**src/rtl/core/drm_pkg.sv**
```systemverilog
// drm_pkg: shared types and codes of the dirty rectangle merge table
`timescale 1ns / 1ps

package drm_pkg;

    localparam int COORD_W    = 12;
    localparam int SLOT_W     = 4;
    localparam int STATUS_W   = 3;
    localparam int TABLE_DEPTH = 16;

    localparam logic [COORD_W-1:0] SIZE_MAX = {COORD_W{1'b1}};

    localparam logic [STATUS_W-1:0] ST_MERGED   = 3'd0;
    localparam logic [STATUS_W-1:0] ST_APPENDED = 3'd1;
    localparam logic [STATUS_W-1:0] ST_DROPPED  = 3'd2;
    localparam logic [STATUS_W-1:0] ST_LISTED   = 3'd3;
    localparam logic [STATUS_W-1:0] ST_EMPTY    = 3'd4;

    localparam logic KIND_ADD   = 1'b0;
    localparam logic KIND_FLUSH = 1'b1;

    typedef struct packed {
        logic signed [COORD_W-1:0] x;
        logic signed [COORD_W-1:0] y;
        logic [COORD_W-1:0]        w;
        logic [COORD_W-1:0]        h;
    } t_rect;

endpackage

```
**src/rtl/core/drm_if.sv**
```systemverilog
// drm_in_if and drm_out_if: valid/ready channels of the merge table
`timescale 1ns / 1ps

interface drm_in_if;
    logic                                valid;
    logic                                ready;
    logic                                kind;
    logic signed [drm_pkg::COORD_W-1:0] pos_x;
    logic signed [drm_pkg::COORD_W-1:0] pos_y;
    logic [drm_pkg::COORD_W-1:0]        size_w;
    logic [drm_pkg::COORD_W-1:0]        size_h;

    modport source (output valid, kind, pos_x, pos_y, size_w, size_h, input ready);
    modport sink   (input valid, kind, pos_x, pos_y, size_w, size_h, output ready);
endinterface

interface drm_out_if;
    logic                                valid;
    logic                                ready;
    logic [drm_pkg::STATUS_W-1:0]        status;
    logic [drm_pkg::SLOT_W-1:0]          slot;
    logic signed [drm_pkg::COORD_W-1:0] out_x;
    logic signed [drm_pkg::COORD_W-1:0] out_y;
    logic [drm_pkg::COORD_W-1:0]        out_w;
    logic [drm_pkg::COORD_W-1:0]        out_h;
    logic                                last;

    modport source (output valid, status, slot, out_x, out_y, out_w, out_h, last,
                    input ready);
    modport sink   (input valid, status, slot, out_x, out_y, out_w, out_h, last,
                    output ready);
endinterface

```
**src/rtl/core/drm_rect_unit.sv**
```systemverilog
// drm_rect_unit: shared overlap test and bounding box merge of two rectangles
`timescale 1ns / 1ps

module drm_rect_unit (
    input  drm_pkg::t_rect i_stored,
    input  drm_pkg::t_rect i_new,
    output logic           o_touch,
    output drm_pkg::t_rect o_merged
);

    localparam int EXT_W = drm_pkg::COORD_W + 2;

    logic signed [EXT_W-1:0] s_x, s_y, s_r, s_b;
    logic signed [EXT_W-1:0] a_x, a_y, a_r, a_b;
    logic signed [EXT_W-1:0] x1, y1, x2, y2, dw, dh;

    always_comb begin
        s_x = {{2{i_stored.x[drm_pkg::COORD_W-1]}}, i_stored.x};
        s_y = {{2{i_stored.y[drm_pkg::COORD_W-1]}}, i_stored.y};
        a_x = {{2{i_new.x[drm_pkg::COORD_W-1]}}, i_new.x};
        a_y = {{2{i_new.y[drm_pkg::COORD_W-1]}}, i_new.y};
        s_r = s_x + {2'b00, i_stored.w};
        s_b = s_y + {2'b00, i_stored.h};
        a_r = a_x + {2'b00, i_new.w};
        a_b = a_y + {2'b00, i_new.h};

        o_touch = !((s_r < a_x) || (a_r < s_x) || (s_b < a_y) || (a_b < s_y));

        x1 = (s_x < a_x) ? s_x : a_x;
        y1 = (s_y < a_y) ? s_y : a_y;
        x2 = (s_r > a_r) ? s_r : a_r;
        y2 = (s_b > a_b) ? s_b : a_b;
        dw = x2 - x1;
        dh = y2 - y1;

        o_merged.x = x1[drm_pkg::COORD_W-1:0];
        o_merged.y = y1[drm_pkg::COORD_W-1:0];
        o_merged.w = (dw > EXT_W'(drm_pkg::SIZE_MAX)) ? drm_pkg::SIZE_MAX
                                                     : dw[drm_pkg::COORD_W-1:0];
        o_merged.h = (dh > EXT_W'(drm_pkg::SIZE_MAX)) ? drm_pkg::SIZE_MAX
                                                     : dh[drm_pkg::COORD_W-1:0];
    end

endmodule

```
**src/rtl/core/dirty_rect_merge_table.sv**
```systemverilog
// dirty_rect_merge_table: table of damage rectangles with merge, append and flush
//
// Input channel i_in carries one item per transfer: kind selects add or flush,
// pos_x/pos_y/size_w/size_h give the rectangle of an add. Output channel o_out
// carries result items; last marks the final result of an input item.
// An add walks the stored slots one per cycle through a single overlap/merge
// unit fed by the registered read port of the slot memory and yields one
// result: merged, appended or dropped when full.
// A flush reads the slots in order and emits one listed rectangle per slot,
// one cycle each when o_out keeps up, or a single empty status, then clears
// the count. i_in is ready only while the block is idle; the result register
// lets a new item be accepted while the previous result still waits.
// When o_out stalls, the sequencer holds its place until the result is taken.
// Reset clears the entry count and the control state; the slot memory itself
// is not cleared since only slots below the count are ever read.
`timescale 1ns / 1ps

module dirty_rect_merge_table #(
    parameter int MAX_RECTS = 16
) (
    input  logic       i_clk,
    input  logic       i_rst_n,
    drm_in_if.sink     i_in,
    drm_out_if.source  o_out
);

    localparam int CAP   = (MAX_RECTS < drm_pkg::TABLE_DEPTH) ? MAX_RECTS
                                                               : drm_pkg::TABLE_DEPTH;
    localparam int IDX_W = (CAP > 1) ? $clog2(CAP) : 1;
    localparam int CNT_W = $clog2(CAP + 1);

    localparam logic [2:0] S_IDLE  = 3'd0;
    localparam logic [2:0] S_TEST  = 3'd1;
    localparam logic [2:0] S_MERGE = 3'd2;
    localparam logic [2:0] S_PLACE = 3'd3;
    localparam logic [2:0] S_LIST  = 3'd4;
    localparam logic [2:0] S_EMPTY = 3'd5;

    logic [2:0]       r_state, n_state;
    logic [IDX_W-1:0] r_idx, n_idx;
    logic [CNT_W-1:0] r_count, n_count;
    drm_pkg::t_rect   r_new, n_new;
    drm_pkg::t_rect   r_rd;
    drm_pkg::t_rect   r_mem [CAP];

    logic                         r_ov, n_ov;
    logic [drm_pkg::STATUS_W-1:0] r_status, n_status;
    logic [drm_pkg::SLOT_W-1:0]   r_slot, n_slot;
    drm_pkg::t_rect               r_res, n_res;
    logic                         r_last, n_last;

    logic             w_en;
    logic [IDX_W-1:0] w_addr;
    drm_pkg::t_rect   w_data;

    logic             touch;
    drm_pkg::t_rect   merged;
    logic             out_free;
    logic             idx_last;
    logic             in_take;

    drm_rect_unit u_rect (
        .i_stored (r_rd),
        .i_new    (r_new),
        .o_touch  (touch),
        .o_merged (merged)
    );

    assign i_in.ready   = (r_state == S_IDLE);
    assign in_take      = i_in.valid && i_in.ready;
    assign out_free     = !r_ov || o_out.ready;
    assign idx_last     = ((CNT_W'(r_idx) + 1'b1) == r_count);

    assign o_out.valid  = r_ov;
    assign o_out.status = r_status;
    assign o_out.slot   = r_slot;
    assign o_out.out_x  = r_res.x;
    assign o_out.out_y  = r_res.y;
    assign o_out.out_w  = r_res.w;
    assign o_out.out_h  = r_res.h;
    assign o_out.last   = r_last;

    always_comb begin
        n_state  = r_state;
        n_idx    = r_idx;
        n_count  = r_count;
        n_new    = r_new;
        n_ov     = r_ov && !o_out.ready;
        n_status = r_status;
        n_slot   = r_slot;
        n_res    = r_res;
        n_last   = r_last;
        w_en     = 1'b0;
        w_addr   = r_idx;
        w_data   = r_new;

        unique case (r_state)
            S_IDLE: begin
                if (in_take) begin
                    n_new.x = i_in.pos_x;
                    n_new.y = i_in.pos_y;
                    n_new.w = i_in.size_w;
                    n_new.h = i_in.size_h;
                    n_idx   = '0;
                    if (i_in.kind == drm_pkg::KIND_FLUSH) begin
                        n_state = (r_count == '0) ? S_EMPTY : S_LIST;
                    end else begin
                        n_state = (r_count == '0) ? S_PLACE : S_TEST;
                    end
                end
            end
            S_TEST: begin
                if (touch) begin
                    n_state = S_MERGE;
                end else if (idx_last) begin
                    n_state = S_PLACE;
                end else begin
                    n_idx = r_idx + 1'b1;
                end
            end
            S_MERGE: begin
                if (out_free) begin
                    w_en     = 1'b1;
                    w_data   = merged;
                    n_ov     = 1'b1;
                    n_status = drm_pkg::ST_MERGED;
                    n_slot   = drm_pkg::SLOT_W'(r_idx);
                    n_res    = merged;
                    n_last   = 1'b1;
                    n_state  = S_IDLE;
                end
            end
            S_PLACE: begin
                if (out_free) begin
                    n_ov    = 1'b1;
                    n_res   = r_new;
                    n_last  = 1'b1;
                    n_state = S_IDLE;
                    if (r_count < CNT_W'(CAP)) begin
                        w_en     = 1'b1;
                        w_addr   = r_count[IDX_W-1:0];
                        n_count  = r_count + 1'b1;
                        n_status = drm_pkg::ST_APPENDED;
                        n_slot   = drm_pkg::SLOT_W'(r_count);
                    end else begin
                        n_status = drm_pkg::ST_DROPPED;
                        n_slot   = '0;
                    end
                end
            end
            S_LIST: begin
                if (out_free) begin
                    n_ov     = 1'b1;
                    n_status = drm_pkg::ST_LISTED;
                    n_slot   = drm_pkg::SLOT_W'(r_idx);
                    n_res    = r_rd;
                    n_last   = idx_last;
                    if (idx_last) begin
                        n_count = '0;
                        n_state = S_IDLE;
                    end else begin
                        n_idx = r_idx + 1'b1;
                    end
                end
            end
            S_EMPTY: begin
                if (out_free) begin
                    n_ov     = 1'b1;
                    n_status = drm_pkg::ST_EMPTY;
                    n_slot   = '0;
                    n_res    = '0;
                    n_last   = 1'b1;
                    n_state  = S_IDLE;
                end
            end
            default: begin
                n_state = S_IDLE;
            end
        endcase
    end

    always_ff @(posedge i_clk) begin
        if (!i_rst_n) begin
            r_state <= S_IDLE;
            r_idx   <= '0;
            r_count <= '0;
            r_ov    <= 1'b0;
        end else begin
            r_state <= n_state;
            r_idx   <= n_idx;
            r_count <= n_count;
            r_ov    <= n_ov;
        end
    end

    always_ff @(posedge i_clk) begin
        r_new    <= n_new;
        r_status <= n_status;
        r_slot   <= n_slot;
        r_res    <= n_res;
        r_last   <= n_last;
    end

    // slot memory: one write port, registered read at the next index
    always_ff @(posedge i_clk) begin
        if (w_en) begin
            r_mem[w_addr] <= w_data;
        end
        r_rd <= r_mem[n_idx];
    end

endmodule

```
**src/flat_wrapper.sv**
```systemverilog
// flat-port wrapper written by rule: the top's interface ports become plain ports
module dirty_rect_merge_table_flat 
#(
    parameter int MAX_RECTS = 16
)
  (i_clk, i_rst_n, i_in_valid, i_in_kind, i_in_pos_x, i_in_pos_y, i_in_size_w, i_in_size_h, i_in_ready, o_out_valid, o_out_status, o_out_slot, o_out_out_x, o_out_out_y, o_out_out_w, o_out_out_h, o_out_last, o_out_ready);
  drm_in_if i_in_i ();
  drm_out_if o_out_i ();
  input  logic i_clk;
  input  logic i_rst_n;
  input wire logic [$bits(i_in_i.valid)-1:0] i_in_valid;
  input wire logic [$bits(i_in_i.kind)-1:0] i_in_kind;
  input wire logic [$bits(i_in_i.pos_x)-1:0] i_in_pos_x;
  input wire logic [$bits(i_in_i.pos_y)-1:0] i_in_pos_y;
  input wire logic [$bits(i_in_i.size_w)-1:0] i_in_size_w;
  input wire logic [$bits(i_in_i.size_h)-1:0] i_in_size_h;
  output wire logic [$bits(i_in_i.ready)-1:0] i_in_ready;
  output wire logic [$bits(o_out_i.valid)-1:0] o_out_valid;
  output wire logic [$bits(o_out_i.status)-1:0] o_out_status;
  output wire logic [$bits(o_out_i.slot)-1:0] o_out_slot;
  output wire logic [$bits(o_out_i.out_x)-1:0] o_out_out_x;
  output wire logic [$bits(o_out_i.out_y)-1:0] o_out_out_y;
  output wire logic [$bits(o_out_i.out_w)-1:0] o_out_out_w;
  output wire logic [$bits(o_out_i.out_h)-1:0] o_out_out_h;
  output wire logic [$bits(o_out_i.last)-1:0] o_out_last;
  input wire logic [$bits(o_out_i.ready)-1:0] o_out_ready;
  assign i_in_i.valid = i_in_valid;
  assign i_in_i.kind = i_in_kind;
  assign i_in_i.pos_x = i_in_pos_x;
  assign i_in_i.pos_y = i_in_pos_y;
  assign i_in_i.size_w = i_in_size_w;
  assign i_in_i.size_h = i_in_size_h;
  assign i_in_ready = i_in_i.ready;
  assign o_out_valid = o_out_i.valid;
  assign o_out_status = o_out_i.status;
  assign o_out_slot = o_out_i.slot;
  assign o_out_out_x = o_out_i.out_x;
  assign o_out_out_y = o_out_i.out_y;
  assign o_out_out_w = o_out_i.out_w;
  assign o_out_out_h = o_out_i.out_h;
  assign o_out_last = o_out_i.last;
  assign o_out_i.ready = o_out_ready;
  dirty_rect_merge_table #(.MAX_RECTS(MAX_RECTS)) u_core (.i_clk(i_clk), .i_rst_n(i_rst_n), .i_in(i_in_i), .o_out(o_out_i));
endmodule
```
**config.mk**
```make
export PLATFORM = sky130hd
export DESIGN_NAME = dirty_rect_merge_table_flat
export DESIGN_NICKNAME = d
export VERILOG_FILES = /design/src/rtl/core/drm_pkg.sv /design/src/rtl/core/drm_if.sv /design/src/rtl/core/drm_rect_unit.sv /design/src/rtl/core/dirty_rect_merge_table.sv /design/src/flat_wrapper.sv
export SDC_FILE = /design/constraint.sdc
export NUM_CORES = 1
export LEC_CHECK = 0
export BUFFER_PORTS_ARGS = -buffer_cell sky130_fd_sc_hd__buf_2
export CORE_ASPECT_RATIO = 1.25
export CORE_MARGIN = 1
export CORE_UTILIZATION = 65
export DETAILED_ROUTE_END_ITERATION = 16
export MAX_ROUTING_LAYER = met4
export PLACE_DENSITY = 0.83
export SLEW_MARGIN = 10
export SYNTH_ARGS = -nofsm -noshare
export SYNTH_HDL_FRONTEND = slang
export SYNTH_SLANG_ARGS = --single-unit
```
**constraint.sdc**
```tcl
create_clock -name i_clk -period 15.95 [get_ports i_clk]
set_input_delay 3.19 -clock i_clk [delete_from_list [all_inputs] [get_ports i_clk]]
set_output_delay 3.19 -clock i_clk [all_outputs]
set_load 0.03 [all_outputs]
```
## Word-level counts from Yosys, hierarchy flattened

Memories as Yosys holds them, arrays and structs flattened. A register that Yosys moved wholly into a read port is not among the register bits.
Cells that the tools add are included.

- Add/sub/neg operators: 9
- Mux-type cells: 57
- Magnitude comparators: 11
- Reductions and logical operators: 23
- Eq/ne operators: 16

Operator list:

| kind | number |
|---|---|
| 48-bit two-way mux | 6 |
| 48-bit one-hot mux with 4 select lines | 1 |
| 12-bit by 13-bit adder with 14-bit output | 4 |
| 14-bit by 12-bit < comparator with 1-bit output | 4 |
| 14-bit two-way mux | 4 |
| 4-bit two-way mux | 11 |
| 3-bit two-way mux | 10 |
| 14-bit by 12-bit greater-than comparator with 1-bit output, second input constant | 2 |
| 14-bit greater-than comparator | 2 |
| 14-bit subtractor | 2 |
| 12-bit < comparator | 2 |
| 12-bit two-way mux | 2 |
| 3-bit one-hot mux with 4 select lines | 2 |
| 4-bit one-hot mux with 3 select lines | 2 |
| 5-bit two-way mux | 4 |
| 2-bit by 1-bit inequality test with 1-bit output, second input constant | 8 |
| 5-bit AND reduction | 3 |
| 1-bit two-way mux | 10 |
| 5-bit one-hot mux with 2 select lines | 1 |
| 3-bit by 2-bit equality test with 1-bit output, second input constant | 2 |
| 3-bit equality test, second input constant | 2 |
| 4-bit by 1-bit adder with 5-bit output, second input constant | 1 |
| 5-bit by 1-bit adder with 5-bit output, second input constant | 1 |
| 5-bit equality test | 1 |
| 21 further kinds | 29 |

- Input port bits: 53
- Output and inout port bits: 58
- Memories kept: 1
- Register bits after elaboration: 117
- Memory bits (writable): 768

Memory list:

| name | words | width | rd ports | clocked after Yosys merged registers in | write ports | line | source |
|---|---|---|---|---|---|---|---|
| u_core.r_mem | 16 | 48 | 1 | 1 | 1 | dirty_rect_merge_table.sv:44 | `drm_pkg::t_rect r_mem [CAP];` |

## Logic depth before layout (Yosys ltp)

- Depth after elaboration: 8
- Gate-level depth with buffers: 37

## By module

A second synthesis with hierarchy kept.

- Cell total of the unflattened synthesis: 2734
- Area, all modules: 42754.8 sq um

By module, submodules not included:

| module | times used | cells an instance | area each (sq um) |
|---|---|---|---|
| dirty_rect_merge_table | 1 | 1808 | 36087.1 |
| drm_rect_unit | 1 | 926 | 6667.6 |

## Least setup slack after synthesis

No wires, ideal clock.

- Kind: register to register
- From: register u_core.r_new[36] (netlist name)
- To: memory u_core.r_mem[0][23] (netlist name), data pin
- Data required time: 15.651 ns
- Period minus slack after synthesis: 7.178 ns
- Stages on the path, launching flop included: 37
- Setup slack: 8.772 ns
- Arrival time: 6.879 ns
- Cells stage by stage: edfxtp_1 -> ha_1 -> fa_1 -> a21oi_1 -> o211ai_1 -> a31oi_1 -> o21bai_1 -> a21oi_1 -> o21bai_1 -> xnor2_1 -> inv_1 -> ha_1 -> nand4_1 -> nor2_1 -> nand2_1 -> mux2_2 -> o31a_1 -> o21ai_0 -> xnor2_1 -> nand2b_1 -> buf_2 -> clkbuf_1 -> a21oi_1 -> ha_1 -> fa_1 -> nor2b_1 -> o21ai_0 -> a21boi_0 -> o21ai_0 -> a211oi_1 -> o31ai_1 -> nand2b_1 -> nor3b_1 -> a31oi_1 -> mux2i_1 -> buf_2 -> a22oi_1

RTL lines:

| item | line | source |
|---|---|---|
| from (decl) | dirty_rect_merge_table.sv:42 | `drm_pkg::t_rect r_new, n_new;` |
| from (signal assigned) | dirty_rect_merge_table.sv:197 | `r_new <= n_new;` |
| to (decl) | dirty_rect_merge_table.sv:44 |  |

==> metrics.txt <==
wire per inst 27.9 um; CTS Buf Count 84; Synth area leaders edfxtp_1 62%, mux2i_1 9.3%, ha_1 5.4%, dfxtp_1 2.9%, o22ai_1 2.9%; end-of-flow core utilization 0.728; largest family of logic cells by synthesized area compound AO/OA/AOI/OAI gates; Post-Syn Area per Cell 14.2 um^2; dpl cell area 43900 um^2; wire length on met2 53900 um; Post-synth EDFFs 872; Post-CTS Setup Bufs 0; Die Area 66000 um^2; end of the critical path u_core.r_mem[3][19]; r2r endpoint u_core.r_mem[3][19]; CP startpoint kind register; Root Driver clkbuf_16; cell taking the most area after synthesis edfxtp_1; peak fanout along the critical path 24; post-synth top area share 0.620; Via density 6.80; clock-pin transition on the worst setup and hold timing paths 0.06 ns; Critical Path RT 16.18 ns; wirelength, routed 112000 um; RSZ-0062 raised after global routing no; Tightest Pin Transition 1.44 ns; maxcap violations 0; worst stage delay on the critical path 1.10 ns; Die Y 287 um; Clk Latency, worst-skew pair 0.64 ns; Synth Area in Simple Gates 0.0563; DP HPWL 65900 um; Synth Flop Type edfxtp_1; WL met3 11600 um; critical path's most frequent cell a21oi_1; Final min period 9.12 ns; CTS tree done; Worst setup EP type register; Slew Viols, Final 0; CTS Buffer Depth 3; critical path arrival 9.35 ns; share of layout cells above drive strength 1 0.116; Synth Area in Compound Gates 0.0992; initial antenna violation count 1; initial drt markers 3249; total track usage 0.348; grt total ovfl 0; Post-CTS Hold Buffers 0; most numerous cell in the Yosys netlist edfxtp_1; Core Region 64300 um^2; number of remaining DRC errors 0; most frequent cells after synthesis 872 x edfxtp_1, 391 x mux2i_1, 194 x o22ai_1; adder-cell area share of the yosys netlist 0.0578; final setup fails 0; Die X 230 um; number of global-route vias before repair 26799; WL met1 41000 um; first-pass GRT wire length 164000 um; area growth from synthesis to layout 10.8%; setup TNS 0 ns; # IOs 111; post-synthesis cell count 2971; CTS sink cnt 933; Final Hold Vio Count 0; fmax 110 MHz; Post-Synth XOR/XNOR Area 0.0165; register area share after synthesis 0.649; syn_nets 3213; Final #Nets 3330; Worst Hold Class register to register; synth warn 0; CTS resizes 0; Site Rows 104; Setup CP Type register to register; crit path launch u_core.r_new[36]; post-route ant nets 0; FF-to-FF Start u_core.r_new[36]; Crit-path slowest cell a21oi_1; FFs w/ async S/R, synth 0; reg2reg setup slack 6.83 ns; Setup Skew 0.0204 ns; port bufs 110; post-synthesis register bit count 933; final instance area 46800 um^2; synthesized area 42200 um^2; RePlAce Congestion 0.976; Max Used Layer met4; Filler cells 3935; Reg2Reg Depth 35; Synth cell types 80; H-tree depth 3; outcome complete, no violations; Period Utilization, post-route 0.572; Initial Utilization 0.657; vias post-DR 27237; worst hold margin 0.631 ns; First-pass DRT Iterations 5; largest net degree at the start of global routing 129; proportion of synthesized area in mux cells 0.0969; max_slew headroom 0.0389
## state kept, by name, indices dropped and copies added (netlist names)
register             flops
u_core.r_rd             48
u_core.o_out.slot        4
u_core.o_out.valid       1
u_core.o_out.out_x      12
u_core.r_mem           768
u_core.o_out.out_h      12
u_core.r_state           3
u_core.o_out.out_w      12
u_core.o_out.last        1
u_core.o_out.status      3
u_core.r_count           5
u_core.o_out.out_y      12
u_core.r_idx             4
u_core.r_new            48
## kinds of logic after synthesis
logic type	after synthesis
flops	933
buf+inv	252
fa+ha+maj	192
compound gates	646
xor+xnor	77
mux	407
simple gates	464
## per-stage QoR
step                worst slack [ns]  instances
finish                          6.83       4008
detailed placement              7.05       3850
CTS                             6.97       4007
global placement                7.11       3850
floorplan                       8.77       2971
global route                    6.37       4008
## cells in the final DEF (no fill, tap or decap), types with 14 or more instances in the layout
master / netlist / layout
buf_4: 4 / 58
nand3_1: 30 / 26
clkbuf_1: 71 / 23
mux2i_1: 391 / 390
a22o_1: 27 / 27
nor2_1: 139 / 122
mux2_2: 16 / 16
nand2_1: 90 / 89
nor2_4: 0 / 16
a21oi_1: 129 / 122
nor2b_1: 18 / 18
a211oi_1: 15 / 15
clkbuf_16: 0 / 85
a21o_1: 35 / 35
xor2_1: 25 / 25
inv_1: 113 / 113
nand2b_1: 18 / 18
nand4_1: 14 / 14
o22ai_1: 194 / 194
a22oi_1: 19 / 18
nor3_1: 30 / 29
a31oi_1: 40 / 33
o21ai_0: 82 / 76
buf_2: 54 / 110
xnor2_1: 50 / 50
and2_1: 25 / 24
a221oi_1: 22 / 22
or4_1: 48 / 48
ha_1: 183 / 183
edfxtp_1: 872 / 872
dfxtp_1: 61 / 61
## final cells by class
type	instances	area [um^2]	area share
clock buffer	116	2320	0.0496
antenna	1	2.50	0.0000535
clock inverter	41	503	0.0107
multi-input combinational	1786	14100	0.300
timing repair buffer	170	1030	0.0219
sequential	933	27400	0.586
inverter	113	424	0.00906
tap	848	1060	0.0227
## how the worst min path moves through the flow
stage	startpoint	endpoint	slack, ns	cells past startpoint
floorplan	u_core.r_mem[8][46]	u_core.r_rd[46]	0.56	3
global placement	u_core.r_mem[4][32]	u_core.r_rd[32]	0.60	3
detailed placement	u_core.r_mem[8][44]	u_core.r_rd[44]	0.61	3
CTS	u_core.r_mem[13][23]	u_core.r_rd[23]	0.63	3
global route	u_core.r_mem[13][12]	u_core.r_rd[12]	0.65	3
finish	u_core.r_mem[4][23]	u_core.r_rd[23]	0.63	3
## critical path: cells and delay by family (launching register included)
family | cells | cell delay [ns]
AO/OA/AOI/OAI | 16 | 3.94
XOR/XNOR | 2 | 0.46
adder cells (fa/ha/maj) | 5 | 1.73
buffers and inverters | 2 | 0.31
flip-flops | 1 | 0.47
multiplexers | 2 | 0.39
AND/OR/NAND/NOR | 8 | 1.38
## metal layers
| metal | vias up | track usage |
|---|---|---|
| li1 | 11837 | - |
| met1 | 13341 | 0.433 |
| met2 | 1671 | 0.557 |
| met3 | 388 | 0.0602 |
| met4 | 0 | 0.167 |
| met5 | - | - |
Power is not shown: default switching activity piles up to over one toggle a cycle in this logic, so the estimate is an artifact.
